===== src/gha_pkg.sv =====
// Shared types and constants for the generational handle allocator.
package gha_pkg;

  localparam int unsigned SLOTS_DEF    = 1024;
  localparam int unsigned GEN_BITS_DEF = 8;

  // Fixed widths of the request and response fields
  localparam int unsigned IDX_W = 10;
  localparam int unsigned GEN_W = 8;

  typedef enum logic [1:0] {
    ACT_CREATE  = 2'd0,
    ACT_DESTROY = 2'd1,
    ACT_CHECK   = 2'd2,
    ACT_NOP     = 2'd3
  } action_e;

  typedef enum logic [1:0] {
    ST_OK         = 2'd0,
    ST_NO_SLOT    = 2'd1,
    ST_NOT_ISSUED = 2'd2,
    ST_QUEUE_FULL = 2'd3
  } status_e;

  // What the resolve stage does with the generation read from the table
  typedef enum logic [2:0] {
    OP_ZERO    = 3'd0,  // answer generation 0, no write
    OP_FRESH   = 3'd1,  // new slot: write 0, answer 0
    OP_STORED  = 3'd2,  // answer stored generation
    OP_DESTROY = 3'd3,  // write stored + 1, answer the new value
    OP_CHECK   = 3'd4   // answer stored generation and compare
  } op_e;

  typedef struct packed {
    logic              valid;
    op_e               op;
    status_e           status;
    logic [IDX_W-1:0]  index;
    logic [GEN_W-1:0]  gen;
  } s2_ctrl_t;

endpackage


===== src/gha_resolve.sv =====
// Resolve stage: generation update and compare, result register and output handshake.
module gha_resolve import gha_pkg::*; #(
  parameter int unsigned SLOTS    = SLOTS_DEF,
  parameter int unsigned GEN_BITS = GEN_BITS_DEF
) (
  input  logic                     clk_i,
  input  logic                     rst_ni,
  input  s2_ctrl_t                 s2_ctrl_i,
  input  logic [$clog2(SLOTS)-1:0] s2_addr_i,
  input  logic [GEN_BITS-1:0]      gen_rdata_i,
  input  logic                     rsp_ready_i,
  output logic                     adv_o,
  output logic                     gen_we_o,
  output logic [$clog2(SLOTS)-1:0] gen_waddr_o,
  output logic [GEN_BITS-1:0]      gen_wdata_o,
  output logic                     rsp_valid_o,
  output logic [IDX_W-1:0]         rsp_index_o,
  output logic [GEN_W-1:0]         rsp_gen_o,
  output logic                     rsp_alive_o,
  output status_e                  rsp_status_o
);

  localparam int unsigned GW = (GEN_BITS > GEN_W) ? GEN_BITS : GEN_W;

  logic                out_valid_q;
  logic [IDX_W-1:0]    out_index_q;
  logic [GEN_W-1:0]    out_gen_q;
  logic                out_alive_q;
  status_e             out_status_q;

  logic                load;
  logic [GEN_BITS-1:0] g_inc, g_out;
  logic                alive;

  assign adv_o = !s2_ctrl_i.valid || !out_valid_q || rsp_ready_i;
  assign load  = adv_o && s2_ctrl_i.valid;
  assign g_inc = gen_rdata_i + 1'b1;

  always_comb begin
    g_out = '0;
    alive = 1'b0;
    unique case (s2_ctrl_i.op)
      OP_ZERO, OP_FRESH: g_out = '0;
      OP_STORED:         g_out = gen_rdata_i;
      OP_DESTROY:        g_out = g_inc;
      OP_CHECK: begin
        g_out = gen_rdata_i;
        alive = GW'(s2_ctrl_i.gen) == GW'(gen_rdata_i);
      end
      default:           g_out = '0;
    endcase
  end

  assign gen_we_o    = load && ((s2_ctrl_i.op == OP_FRESH) || (s2_ctrl_i.op == OP_DESTROY));
  assign gen_waddr_o = s2_addr_i;
  assign gen_wdata_o = (s2_ctrl_i.op == OP_DESTROY) ? g_inc : '0;

  always_ff @(posedge clk_i or negedge rst_ni) begin
    if (!rst_ni) begin
      out_valid_q <= 1'b0;
    end else if (load) begin
      out_valid_q <= 1'b1;
    end else if (rsp_ready_i) begin
      out_valid_q <= 1'b0;
    end
  end

  always_ff @(posedge clk_i) begin
    if (load) begin
      out_index_q  <= s2_ctrl_i.index;
      out_gen_q    <= GEN_W'(GW'(g_out));
      out_alive_q  <= alive;
      out_status_q <= s2_ctrl_i.status;
    end
  end

  assign rsp_valid_o  = out_valid_q;
  assign rsp_index_o  = out_index_q;
  assign rsp_gen_o    = out_gen_q;
  assign rsp_alive_o  = out_alive_q;
  assign rsp_status_o = out_status_q;

endmodule


===== config.mk =====
export PLATFORM = sky130hd
export DESIGN_NAME = gha_resolve
export DESIGN_NICKNAME = d
export VERILOG_FILES = /design/src/gha_pkg.sv /design/src/gha_resolve.sv
export SDC_FILE = /design/constraint.sdc
export NUM_CORES = 1
export LEC_CHECK = 0
export BUFFER_PORTS_ARGS = -buffer_cell sky130_fd_sc_hd__buf_2
export CELL_PAD_IN_SITES_DETAIL_PLACEMENT = 1
export CELL_PAD_IN_SITES_GLOBAL_PLACEMENT = 2
export CORE_MARGIN = 1
export CORE_UTILIZATION = 23
export CTS_BUF_LIST = sky130_fd_sc_hd__clkbuf_2
export CTS_CLUSTER_DIAMETER = 40
export DETAILED_ROUTE_END_ITERATION = 10
export PLACE_DENSITY_LB_ADDON = 0.1
export SYNTH_ARGS = -nofsm -noshare
export SYNTH_HDL_FRONTEND = slang
export SYNTH_SLANG_ARGS = --single-unit

===== constraint.sdc =====
create_clock -name clk_i -period 1.7 [get_ports clk_i]
set_input_delay 0.34 -clock clk_i [delete_from_list [all_inputs] [get_ports clk_i]]
set_output_delay 0.34 -clock clk_i [all_outputs]
set_load 0.1 [all_outputs]

# [Word-level counts from Yosys, hierarchy flattened]
# Index checks and enable logic that the tools add are counted.
[classes] n_addsub=1 n_eq_ne=5 muxes=4 n_reduce_logical=9
[op_table] op="$pmux W8 S2" count=1
[op_table] op="$add A8 B1 Y8 const B" count=1
[op_table] op="$eq A8 B8 Y1" count=1
[op_table] op="$mux W8" count=1
[op_table] op="$eq A3 B2 Y1 const B" count=2
[op_table] op="$eq A3 B1 Y1 const B" count=1
[op_table] op="$eq A3 B3 Y1 const B" count=1
[op_table] op="$logic_or A1 B1 Y1" count=3
[op_table] op="$logic_and A1 B1 Y1" count=2
[op_table] op="$logic_not A1 Y1" count=2
[op_table] op="$mux W1" count=2
[op_table] op="$reduce_bool A2 Y1" count=1
[op_table] op="$reduce_or A2 Y1" count=1
[totals] ff_bits=22 in_bits=45 out_inout_bits=42

# [Longest topological paths before layout]
[depth] depth_word=5 ltp_mapped=4 ltp_nobuf=4

# [Least setup slack after synthesis]
# OpenSTA, ideal clock, no wires.
[synth_path] path_kind="register to output" startpoint="register out_valid_q (netlist: rsp_valid_o)" endpoint="output port gen_we_o" arrival_time_ns=3.860 t_required_ns=1.360 setup_slack_ns=-2.500 path_stages_with_launch=4 n_path_buf=0 cell_sequence="dfrtp_1 nand2b_1 and2_1 nor3b_1"
[synth_between] elab_chain_len=5
[synth_rtl] element="start: declaration" line_no="gha_resolve.sv:25" rtl="logic out_valid_q;"
[synth_rtl] element="start signal: assignment" line_no="gha_resolve.sv:60" rtl="out_valid_q <= 1'b0;"
[synth_rtl] element="start signal: assignment" line_no="gha_resolve.sv:62" rtl="out_valid_q <= 1'b1;"
[synth_rtl] element="start signal: assignment" line_no="gha_resolve.sv:64" rtl="out_valid_q <= 1'b0;"
[synth_rtl] element="$logic_not A1 Y1" line_no="gha_resolve.sv:35" rtl="assign adv_o = !s2_ctrl_i.valid || !out_valid_q || rsp_ready_i;"
[synth_rtl] element="$logic_or A1 B1 Y1 (2 in a row)" line_no="gha_resolve.sv:35"
[synth_rtl] element="$logic_and A1 B1 Y1" line_no="gha_resolve.sv:36" rtl="assign load = adv_o && s2_ctrl_i.valid;"
[synth_rtl] element="net load" line_no="gha_resolve.sv:31" rtl="logic load;"
[synth_rtl] element="$logic_and A1 B1 Y1" line_no="gha_resolve.sv:54" rtl="assign gen_we_o = load && ((s2_ctrl_i.op == OP_FRESH) || (s2_ctrl_i.op == OP_DESTROY));"
[synth_rtl] element="end: declaration" line_no="gha_resolve.sv:13" rtl="output logic gen_we_o,"
# The timed path passes the listed nets, and every way through them passes these cells.

# [Final worst setup path]
# Ends and elaborated chain as after synthesis.

==> metrics.csv <==
metric,value,unit
Die H,74.4,um
share of the synthesized area in the top cell type,52.3,%
CTS buffer count,3,
core area,0.00488,sq mm
final setup fails,4,
CTS max path bufs,2,
# DRC,0,
first-pass GRT wire length,5500,um
setup_tns,-0.317,ns
Root Buffer,clkbuf_2,
CP Capture Point,gen_we_o,
async set-reset flop share out of synthesis,4.55,%
post-synthesis sequential area ratio,54.4,%
vias,1084,
"Worst Setup Slack, final",-0.144,ns
power per cell area,696,mW/mm^2
max-cap viol count,0,
DP Cell Count,242,
final core occ,42.4,%
crit path capture type,output port,
Netlist cell types,31,
Post-synth EDFFs,21,
Post-Route WL,3570,um
IO Port Bufs,66,
crit path time final,1.84,ns
Clock transition at path regs,0.22,ns
"Data required, critical path",1.36,ns
1st-pass router iterations,4,
top_reg_cell synth,edfxtp_1,
gr ovfl total,0,
startpoint types,flop,
initial core utilization,24.7,%
max-slew violation count,0,
Worst-Skew Late Latency,0.32,ns
Rows,25,
Peak VDD IR,0.268,mV
"flops & latches, synth",22,
CP arrival,1.50,ns
Buf/Inv on CP,1,
YS warnings,0,
CP startpoint,rsp_valid_o$_DFFE_PN0P_,
slowest CP cell,dfrtp_4,
H-tree depth,1,
TritonCTS clock tree,yes,
RSZ-0062 raised after global routing,true,
Mapped Avg Cell Area,12.3,sq um
"setup slack, reg-to-reg",0.36,ns
IO Pins,87,
CP max stage delay,0.54,ns
Reg area,659,sq um
number of global-route vias before repair,1160,
Final Instance Count excl. Fillers,251,
r2r worst-path depth,3,
layout cells sized above 1,66.8,%
top post-synthesis cells by count,"edfxtp_1, buf_4, xnor2_1, nand3_1, nand2_1",
Mapped Cells,98,
Place WS,-0.144,ns
Lkg Pwr,0.909,nW
post-route design area,0.00207,sq mm
Via density,4.32,
post-route ant nets,0,
fmax,0.542,GHz
routed len/inst,14.2,um
CP Cell Sequence,"nand2b_4, and2_4, nor3b_4, buf_12",
# diodes,0,
die area,0.00553,sq mm
status,"finished, violations left",
Fin Clk Skew,0.0149,ns
initial antenna violation count,0,
post-synthesis cell area,0.00120,sq mm
most common cell in the synthesized netlist,edfxtp_1,
Slew @ Worst Pin,0.493,ns
CP Depth,4,
Setup CP Type,flop to output port,
Fin. Hold Viols,0,
fill cell count,571,
Final period util,108,%
failing checks,negative setup slack,
GP Congestion,0.765,
cell accounting for the most synthesized area,edfxtp_1,
R2R Path Start,rsp_valid_o$_DFFE_PN0P_,
Nets,231,
dpl cell area,0.00194,sq mm
Layout area overhead,71.5,%
top post-synthesis cells by area,"edfxtp_1, xnor2_1, buf_4",
Multi-input gate area,582,sq um
1st-iter DRT viols,12,
CP Max Fanout,3,
CTS sink count,22,
worst hold path class,input pin to flop,
kind of cell adding the most delay to the critical path,flip-flops,
Rel. slew slack,67.4,%
HPWL after DPL,2940,um
Mapped Nets,144,
die width,74.4,um
GRT Util Overall,13.6,%
R2R Path End,rsp_index_o[8]$_DFFE_PP_,
largest net degree at the start of global routing,22,
## cells by family (layout without fill, tap and decap cells)
family / Yosys count / in the layout / synth area share (%)
AND/OR/NAND/NOR: 38 / 38 / 21.5
flip-flops: 22 / 22 / 54.4
buffers and inverters: 15 / 101 / 7.89
XOR/XNOR: 12 / 12 / 8.72
AO/OA/AOI/OAI: 9 / 9 / 5.61
adder cells (fa/ha/maj): 1 / 1 / 1.04
multiplexers: 1 / 1 / 0.831
## report_power, final
| group | switching (mW) | total, mW | internal, mW |
|---|---|---|---|
| Sequential | 0.00834 | 0.641 | 0.633 |
| Clock | 0.156 | 0.219 | 0.0623 |
| Combinational | 0.407 | 0.580 | 0.173 |
| Total | 0.572 | 1.44 | 0.868 |
## flip-flops by register name, indices dropped and copies added, names as in the netlist
name          flops
rsp_gen_o         8
rsp_alive_o       1
rsp_index_o      10
rsp_status_o      2
rsp_valid_o       1
## worst reg2reg max path: stages (launching register included)
cell	delay, ns
dfrtp_4	0.54
nand2b_4	0.08
and2_4	0.15
buf_4	0.29
## layer usage
| metal | GRT usage [%] | routed length, um | vias to the layer above |
|---|---|---|---|
| li1 | - | - | 515 |
| met1 | 14.3 | 1350 | 505 |
| met2 | 25.2 | 1830 | 54 |
| met3 | 3.25 | 302 | 10 |
| met4 | 6.71 | 83 | 0 |
| met5 | 0 | 0 | - |
## per-stage QoR
step	total power, mW	hold slack, ns
2_1_floorplan	1.15	0.0444
3_3_place_gp	1.21	0.115
3_5_place_dp	1.22	0.115
4_1_cts	1.46	0.150
5_1_grt	1.50	0.124
6_report	1.44	0.174
## placed cells by master (no fill, tap or decap), types with 2 or more instances in the layout
cell,n
buf_2,53
buf_4,27
edfxtp_1,21
xnor2_1,10
buf_12,9
nand3_1,6
buf_6,5
nor2_4,4
nand3_2,4
clkbuf_2,4
nand2_1,3
o211ai_1,3
or4_4,3
nand2_8,3
inv_1,2
and2_4,2
a21o_1,2
nand4_1,2
## timing repair
| action | CTS | global route |
|---|---|---|
| pin swaps | 8 | 5 |
| resized for setup | 9 | 4 |
| cloned | 0 | 0 |
| setup buffers | 4 | 0 |
| hold buffers | 1 | 0 |
| hold endpoints to repair | 1 | 0 |
| endpoints found under the setup margin | 6 | 6 |
## worst min path at each step
| stage | startpoint | endpoint | slack (ns) | cells after the start |
|---|---|---|---|---|
| 2_1_floorplan | rst_ni | rsp_valid_o$_DFFE_PN0P_ | 0.04 | 0 |
| 3_3_place_gp | rst_ni | rsp_valid_o$_DFFE_PN0P_ | 0.12 | 1 |
| 3_5_place_dp | rst_ni | rsp_valid_o$_DFFE_PN0P_ | 0.11 | 1 |
| 4_1_cts | s2_ctrl_i[13] | rsp_index_o[5]$_DFFE_PP_ | 0.15 | 1 |
| 5_1_grt | s2_ctrl_i[19] | rsp_status_o[1]$_DFFE_PP_ | 0.12 | 1 |
| 6_report | s2_ctrl_i[13] | rsp_index_o[5]$_DFFE_PP_ | 0.17 | 1 |
## cell type report
cell class | count | share of cell area, %
clock buffer | 4 | 0.969
inverter | 2 | 0.363
multi-input combinational | 61 | 28.1
sequential | 22 | 31.9
tap | 67 | 4.06
timing repair buffer | 95 | 34.6
(Power assumes the default switching activity.)
