## config.mk

```make
export PLATFORM = sky130hd
export DESIGN_NAME = gha_issue
export DESIGN_NICKNAME = d
export VERILOG_FILES = /design/src/gha_pkg.sv /design/src/gha_issue.sv
export SDC_FILE = /design/constraint.sdc
export NUM_CORES = 1
export LEC_CHECK = 0
export ABC_CLOCK_PERIOD_IN_PS = 5600
export BUFFER_PORTS_ARGS = -buffer_cell sky130_fd_sc_hd__buf_2
export CAP_MARGIN = 0
export CORE_UTILIZATION = 45
export CTS_CLUSTER_SIZE = 40
export DETAILED_ROUTE_END_ITERATION = 16
export GPL_TIMING_DRIVEN = 0
export MAX_ROUTING_LAYER = met4
export PLACE_DENSITY = 0.69
export SLEW_MARGIN = 15
export SYNTH_ARGS = -nofsm -noshare
export SYNTH_HDL_FRONTEND = slang
export SYNTH_SLANG_ARGS = --single-unit
```

## constraint.sdc

```tcl
create_clock -name clk_i -period 5.6 [get_ports clk_i]
set_clock_uncertainty 0.05 [all_clocks]
set_input_delay 0.56 -clock clk_i [delete_from_list [all_inputs] [get_ports clk_i]]
set_output_delay 0.56 -clock clk_i [all_outputs]
set_load 0.02 [all_outputs]
```

## src/gha_pkg.sv

```systemverilog
// Shared types and constants for the generational handle allocator.
package gha_pkg;

  localparam int unsigned SLOTS_DEF    = 1024;
  localparam int unsigned GEN_BITS_DEF = 8;

  // Fixed widths of the request and response fields
  localparam int unsigned IDX_W = 10;
  localparam int unsigned GEN_W = 8;

  typedef enum logic [1:0] {
    ACT_CREATE  = 2'd0,
    ACT_DESTROY = 2'd1,
    ACT_CHECK   = 2'd2,
    ACT_NOP     = 2'd3
  } action_e;

  typedef enum logic [1:0] {
    ST_OK         = 2'd0,
    ST_NO_SLOT    = 2'd1,
    ST_NOT_ISSUED = 2'd2,
    ST_QUEUE_FULL = 2'd3
  } status_e;

  // What the resolve stage does with the generation read from the table
  typedef enum logic [2:0] {
    OP_ZERO    = 3'd0,  // answer generation 0, no write
    OP_FRESH   = 3'd1,  // new slot: write 0, answer 0
    OP_STORED  = 3'd2,  // answer stored generation
    OP_DESTROY = 3'd3,  // write stored + 1, answer the new value
    OP_CHECK   = 3'd4   // answer stored generation and compare
  } op_e;

  typedef struct packed {
    logic              valid;
    op_e               op;
    status_e           status;
    logic [IDX_W-1:0]  index;
    logic [GEN_W-1:0]  gen;
  } s2_ctrl_t;

endpackage

```

## src/gha_issue.sv

```systemverilog
// Input register and issue stage: counters, free queue pointers, request decode.
module gha_issue import gha_pkg::*; #(
  parameter int unsigned SLOTS = SLOTS_DEF
) (
  input  logic                     clk_i,
  input  logic                     rst_ni,
  input  logic                     adv_i,
  input  logic                     req_valid_i,
  input  logic [1:0]               req_action_i,
  input  logic [IDX_W-1:0]         req_index_i,
  input  logic [GEN_W-1:0]         req_gen_i,
  input  logic [$clog2(SLOTS)-1:0] fq_head_i,
  output logic                     fq_we_o,
  output logic [$clog2(SLOTS)-1:0] fq_waddr_o,
  output logic [$clog2(SLOTS)-1:0] fq_wdata_o,
  output logic [$clog2(SLOTS)-1:0] fq_raddr_o,
  output logic [$clog2(SLOTS)-1:0] gen_raddr_o,
  output s2_ctrl_t                 s2_ctrl_o,
  output logic [$clog2(SLOTS)-1:0] s2_addr_o
);

  localparam int unsigned IW   = $clog2(SLOTS);
  localparam int unsigned CW   = $clog2(SLOTS + 1);
  localparam int unsigned CMPW = (CW > IDX_W) ? CW : IDX_W;
  localparam logic [IW-1:0] LAST = IW'(SLOTS - 1);
  localparam logic [CW-1:0] FULL = CW'(SLOTS);

  logic             s1_valid_q;
  logic [1:0]       s1_action_q;
  logic [IDX_W-1:0] s1_index_q;
  logic [GEN_W-1:0] s1_gen_q;

  logic [CW-1:0] issued_q, free_cnt_q;
  logic [IW-1:0] head_q, tail_q, head_nxt, tail_nxt;

  s2_ctrl_t      s2_ctrl_q, s2_ctrl_d;
  logic [IW-1:0] s2_addr_q, addr;

  logic go, fresh, push, pop, in_range;

  // input register
  always_ff @(posedge clk_i or negedge rst_ni) begin
    if (!rst_ni) begin
      s1_valid_q <= 1'b0;
    end else if (adv_i) begin
      s1_valid_q <= req_valid_i;
    end
  end

  always_ff @(posedge clk_i) begin
    if (adv_i && req_valid_i) begin
      s1_action_q <= req_action_i;
      s1_index_q  <= req_index_i;
      s1_gen_q    <= req_gen_i;
    end
  end

  assign head_nxt = (head_q == LAST) ? '0 : head_q + 1'b1;
  assign tail_nxt = (tail_q == LAST) ? '0 : tail_q + 1'b1;
  assign in_range = CMPW'(s1_index_q) < CMPW'(issued_q);

  always_comb begin
    s2_ctrl_d        = '0;
    s2_ctrl_d.valid  = s1_valid_q;
    s2_ctrl_d.op     = OP_ZERO;
    s2_ctrl_d.status = ST_OK;
    s2_ctrl_d.index  = s1_index_q;
    s2_ctrl_d.gen    = s1_gen_q;
    addr             = IW'(s1_index_q);
    fresh            = 1'b0;
    push             = 1'b0;
    pop              = 1'b0;
    unique case (action_e'(s1_action_q))
      ACT_CREATE: begin
        if (issued_q < FULL) begin
          s2_ctrl_d.op    = OP_FRESH;
          s2_ctrl_d.index = IDX_W'(issued_q);
          addr            = IW'(issued_q);
          fresh           = 1'b1;
        end else if (free_cnt_q != '0) begin
          s2_ctrl_d.op    = OP_STORED;
          s2_ctrl_d.index = IDX_W'(fq_head_i);
          addr            = fq_head_i;
          pop             = 1'b1;
        end else begin
          s2_ctrl_d.status = ST_NO_SLOT;
          s2_ctrl_d.index  = '0;
        end
      end
      ACT_DESTROY: begin
        if (!in_range) begin
          s2_ctrl_d.status = ST_NOT_ISSUED;
        end else if (free_cnt_q == FULL) begin
          s2_ctrl_d.op     = OP_STORED;
          s2_ctrl_d.status = ST_QUEUE_FULL;
        end else begin
          s2_ctrl_d.op = OP_DESTROY;
          push         = 1'b1;
        end
      end
      ACT_CHECK: begin
        if (!in_range) begin
          s2_ctrl_d.status = ST_NOT_ISSUED;
        end else begin
          s2_ctrl_d.op = OP_CHECK;
        end
      end
      ACT_NOP: begin
      end
    endcase
  end

  assign go = adv_i && s1_valid_q;

  always_ff @(posedge clk_i or negedge rst_ni) begin
    if (!rst_ni) begin
      issued_q   <= '0;
      free_cnt_q <= '0;
      head_q     <= '0;
      tail_q     <= '0;
      s2_ctrl_q  <= '0;
    end else begin
      if (go && fresh) begin
        issued_q <= issued_q + 1'b1;
      end
      if (go && push) begin
        tail_q     <= tail_nxt;
        free_cnt_q <= free_cnt_q + 1'b1;
      end
      if (go && pop) begin
        head_q     <= head_nxt;
        free_cnt_q <= free_cnt_q - 1'b1;
      end
      if (adv_i) begin
        s2_ctrl_q <= s2_ctrl_d;
      end
    end
  end

  always_ff @(posedge clk_i) begin
    if (adv_i) begin
      s2_addr_q <= addr;
    end
  end

  // free queue: push at tail, prefetch the entry at the next head
  assign fq_we_o     = go && push;
  assign fq_waddr_o  = tail_q;
  assign fq_wdata_o  = IW'(s1_index_q);
  assign fq_raddr_o  = (go && pop) ? head_nxt : head_q;
  assign gen_raddr_o = addr;
  assign s2_ctrl_o   = s2_ctrl_q;
  assign s2_addr_o   = s2_addr_q;

endmodule

```

**Yosys cells after proc, flatten, opt, wreduce, memory -nomap -nowiden**

Cells that the tools add are included.

- $add $sub $neg: 5
- $lt $le $gt $ge: 2
- Eq/ne operators: 5
- Muxes and demuxes: 30
- Reductions and logical operators: 8

Operators by type and width:

| kind | number |
|---|---|
| 10-bit two-way mux | 9 |
| 11-bit by 1-bit adder with 11-bit output, second input constant | 2 |
| 11-bit two-way mux | 2 |
| 10-bit by 1-bit adder with 10-bit output, second input constant | 2 |
| 10-bit equality test, second input constant | 2 |
| 5-bit case mux with 3 select lines | 1 |
| 2-bit two-way mux | 6 |
| 11-bit equality test, second input constant | 1 |
| 10-bit by 11-bit < comparator with 1-bit output | 1 |
| 11-bit < comparator, second input constant | 1 |
| 11-bit nonzero test | 1 |
| 11-bit by 1-bit subtractor with 11-bit output, second input constant | 1 |
| 1-bit two-way mux | 10 |
| 3-bit two-way mux | 2 |
| 1-bit logical AND | 5 |
| 2-bit by 1-bit equality test with 1-bit output, second input constant | 1 |
| 2-bit equality test, second input constant | 1 |
| 2-bit zero test | 1 |
| 2-bit nonzero test | 1 |

- Bits in registers: 97
- Output and inout port bits: 75

**Logic depth before layout (Yosys ltp)**

- Depth in word-level cells: 7
- Depth in mapped cells: 13
- Mapped depth without buffers: 10

**Worst setup path after synthesis**

No wires, ideal clock.

- Path kind: register to output
- Start point: register free_cnt_q[5]
- End point: output port fq_raddr_o[8]
- Arrival time: 2,445 ps
- Required time: 4,990 ps
- Slack: 2,545 ps
- Cell stages (with the launch flop): 9
- Cell sequence: dfrtp_1 buf_6 or4_4 or4b_4 buf_6 and2_4 nand4_1 nor2_1 xnor2_1

- Word-level cells in the longest chain between the ends: 6

Ends and longest elaborated chain:

| item | line | source |
|---|---|---|
| start, declared | gha_issue.sv:33 | `logic [CW-1:0] issued_q, free_cnt_q;` |
| start signal, assigned | gha_issue.sv:128 | `free_cnt_q <= free_cnt_q + 1'b1;` |
| start signal, assigned | gha_issue.sv:132 | `free_cnt_q <= free_cnt_q - 1'b1;` |
| 11-bit nonzero test | gha_issue.sv:80 | `end else if (free_cnt_q != '0) begin` |
| 1-bit two-way mux | gha_issue.sv:80 |  |
| 1-bit two-way mux | gha_issue.sv:75 | `if (issued_q < FULL) begin` |
| 1-bit two-way mux | gha_issue.sv:73 | `unique case (action_e'(s1_action_q))` |
| 1-bit logical AND | gha_issue.sv:150 | `assign fq_raddr_o = (go && pop) ? head_nxt : head_q;` |
| 10-bit two-way mux | - |  |
| end, declared | gha_issue.sv:16 | `output logic [$clog2(SLOTS)-1:0] fq_raddr_o,` |

No other way between the ends.

**Final worst setup path**

- Start point: register free_cnt_q[2]
- End point: output port gen_raddr_o[8]

- Word-level cells in the longest chain between the ends: 4

Ends and longest elaborated chain:

| item | line | source |
|---|---|---|
| 11-bit nonzero test | gha_issue.sv:80 |  |
| 10-bit two-way mux | gha_issue.sv:80 |  |
| 10-bit two-way mux | gha_issue.sv:75 |  |
| 10-bit two-way mux | gha_issue.sv:73 |  |
| end, declared | gha_issue.sv:17 | `output logic [$clog2(SLOTS)-1:0] gen_raddr_o,` |

No other way between the ends.

==> results_dict.tcl <==
set metrics [dict create \
    crit_slowest_cell "or4_4" \
    drt-total-wl_um 10500 \
    syn_nets 462 \
    synth_cell_types 47 \
    yosys_most_used_dff "dfrtp_1" \
    cp.arrival_ns 3.05 \
    insertion_delay_ns 0.37 \
    vdd_drop_max_mv 0.258 \
    antenna_left 0 \
    worstPathRequired_ns 4.99 \
    p_per_area_nw_per_um2 330 \
    synth_top_area_share_pct 36.3 \
    drc_errors 0 \
    setup_violations 0 \
    syn2layout_area_growth_pct 20.3 \
    period_minus_slack_ns 3.66 \
    rsz0062_at_grt "no" \
    antenna_found_initial 0 \
    synth_edf_count 30 \
    layout-drive-gt1-share_pct 30.0 \
    synth_seq_area_share_pct 55.8 \
    p_total_mw 1.83 \
    viasPerCell 5.35 \
    clockBufferDepth 2 \
    dieWidth_um 103 \
    die-area_um2 10700 \
    grt_pass1_vias 3458 \
    critPathMaxFanout 10 \
    vias 3599 \
    postSynthAreaPerCell_um2 11.1 \
    slew_violations 0 \
    slowest_delay_ns 0.56 \
    synth_area_um2 4620 \
    grt_pass1_wl_um 16600 \
    critPathKind "flop to output pin" \
    io_buffers 108 \
    cts_resized 0 \
    outcome "finished clean" \
    dr.pass1.iters 5 \
    maxSlewHeadroom_pct 37.0 \
    h-tree-depth 3 \
    cts_tree "yes" \
    grtUsageTotal_pct 20.8 \
    p_leak_nw 2.54 \
    synth.area.top_cells "dfrtp_1 36%, edfxtp_1 19%, mux2_2 5.1%" \
    core_region_area_um2 9860 \
    hp-class "input pin to async pin" \
    drv_cap 0 \
    clock_sinks 97 \
    initial_core_util_pct 46.8 \
    dpl.hpwl_um 7800 \
    tns_ns 0 \
    synth_top_area_cell "dfrtp_1" \
    clk_pin_slew_ns 0.11 \
    numCtsBuffers 9 \
    core.rowCount 36 \
    yosys_register_bits 97 \
    path_cells "clkbuf_1 > or4_4 > or4b_4 > buf_6 > buf_6 > nor3_2 > buf_2 > a21o_1 > buf_2" \
    netlist_instances 415 \
    fillers 864 \
    fin_ws_ns 1.94 \
    root_buffer "clkbuf_8" \
    postCtsSetupBuffers 0 \
    start_kind "flop" \
    gr-total-overflow 0 \
    diodes 0 \
    max_slew.worst_pin.slew_ns 0.945 \
    detail_route.wl_per_cell_um 15.6 \
    regArea_um2 2580 \
    grt_max_degree 38 \
    place_ws_ns 1.88 \
    max_freq_mhz 273 \
    pin_count 109 \
    die_h_um 103 \
    hold_buffers 0 \
    routabilityCongestion 0.857 \
    endpoint_kind "output pin" \
    post-route-period-util_pct 65.3 \
    hold_ws_ns 0.0571 \
    yosysWarningCount 0 \
    drt-initial-drc-count 183 \
    hold_violations 0 \
    async_flop_share_pct 69.1 \
    final_nets 582 \
    multiInputGateArea_um2 1880 \
]
## through the flow
step | utilization (%) | area (um2) | instances
2_1_floorplan | - | 4620 | 415
3_3_place_gp | 54.0 | 5330 | 656
3_5_place_dp | 54.2 | 5350 | 657
4_1_cts | 56.4 | 5560 | 673
5_1_grt | 56.4 | 5560 | 673
6_report | 56.4 | 5560 | 673
## worst paths after layout
check,start,endpoint,slack (ns),depth (start not counted)
worst max-delay path,free_cnt_q[2],gen_raddr_o[8],1.94,9
worst min-delay path,rst_ni,fq_waddr_o[5],0.06,1
worst max register to register,s1_action_q[1],free_cnt_q[10],1.98,11
worst min register to register,s1_gen_q[3],s2_ctrl_o[3],0.44,1
max in group asynchronous,rst_ni,s2_ctrl_o[13],4.89,2
min in group clk_i,req_index_i[0],fq_wdata_o[0],0.30,1
## cell type report
type,count,share of cell area [%]
Buffer,19,1.89
Clock buffer,9,2.23
Clock inverter,7,1.55
Inverter,15,1.01
Multi-Input combinational cell,284,33.8
Sequential cell,97,46.4
Tap cell,133,2.99
Timing Repair Buffer,109,10.1
## report_power, final
part	switching (mW)	leakage, nW	total, mW	internal, mW
clock network	0.279	0.105	0.459	0.180
registers	0.0883	1.10	0.921	0.833
logic	0.271	1.34	0.452	0.181
## layout by cell type (no fill, tap or decap), types with 3 or more instances in the layout
cell type and count:
clkbuf_8 9, o31ai_1 3, clkinv_8 3, buf_6 4
nand2_1 39, o22ai_1 3, nand4_1 9, a21oi_1 10
xnor2_1 19, a21o_1 12, mux2_2 21, o21ai_1 8
a211oi_1 3, and2_1 4, and3_1 7, nor4_1 5
inv_1 14, edfxtp_1 30, xor2_1 8, nor3_1 9
ha_1 13, dfrtp_1 67, nor2_1 32, buf_1 3
mux2i_1 4, buf_2 110, nand2b_1 3, clkbuf_1 9
nand3_1 9, o21ai_0 25, a31oi_1 14
## cells by family (layout without fill, tap and decap cells)
logic type / count (synthesis) / in the layout / share of synthesized area [%]
and+or+nand+nor: 130 / 130 / 14.0
DFF: 97 / 97 / 55.8
AOI/OAI and AO/OA: 89 / 89 / 12.1
buffers and inverters: 34 / 159 / 3.49
xor gates and xnor gates: 27 / 27 / 5.12
muxes: 25 / 25 / 5.98
adders and majority gates: 13 / 13 / 3.52
## metal layers
| layer | vias up | GRT usage [%] | wire length, um |
|---|---|---|---|
| li1 | 1737 | - | - |
| met1 | 1762 | 27.1 | 4770 |
| met2 | 84 | 32.8 | 5150 |
| met3 | 16 | 4.30 | 408 |
| met4 | 0 | 6.83 | 144 |
| met5 | - | - | 0 |
## worst max-delay path, delay by kind of cell, from the launching register on
kind / cells / cell delay (ns)
AO/OA/AOI/OAI: 1 / 0.18
buffers and inverters: 5 / 0.92
flip-flops: 1 / 0.38
AND/OR/NAND/NOR: 3 / 1.20
## synth_stat cells, types with 2 or more instances
cell type / n
a2111oi_0: 2
a211oi_1: 3
a21o_1: 12
a21oi_1: 10
a31oi_1: 14
a32oi_1: 2
and2_1: 4
and3_1: 7
and4_1: 2
buf_1: 3
buf_2: 3
buf_6: 4
clkbuf_1: 9
dfrtp_1: 67
edfxtp_1: 30
ha_1: 13
inv_1: 14
mux2_2: 21
mux2i_1: 4
nand2_1: 39
nand2b_1: 3
nand3_1: 9
nand4_1: 9
nand4b_1: 2
nor2_1: 32
nor2b_1: 2
nor3_1: 9
nor4_1: 5
o21ai_0: 25
o21ai_1: 8
o22ai_1: 3
o2bb2ai_1: 2
o31ai_1: 3
or4_4: 2
xnor2_1: 19
xor2_1: 8
## state kept, by name, indices dropped and copies added, names as in the netlist
| signal | cells |
|---|---|
| s1_action_q | 2 |
| s1_valid_q | 1 |
| s2_ctrl_o | 24 |
| fq_wdata_o | 10 |
| fq_waddr_o | 10 |
| issued_q | 11 |
| head_q | 10 |
| s2_addr_o | 10 |
| free_cnt_q | 11 |
| s1_gen_q | 8 |
No activity file was read; power rests on OpenSTA's default activity.
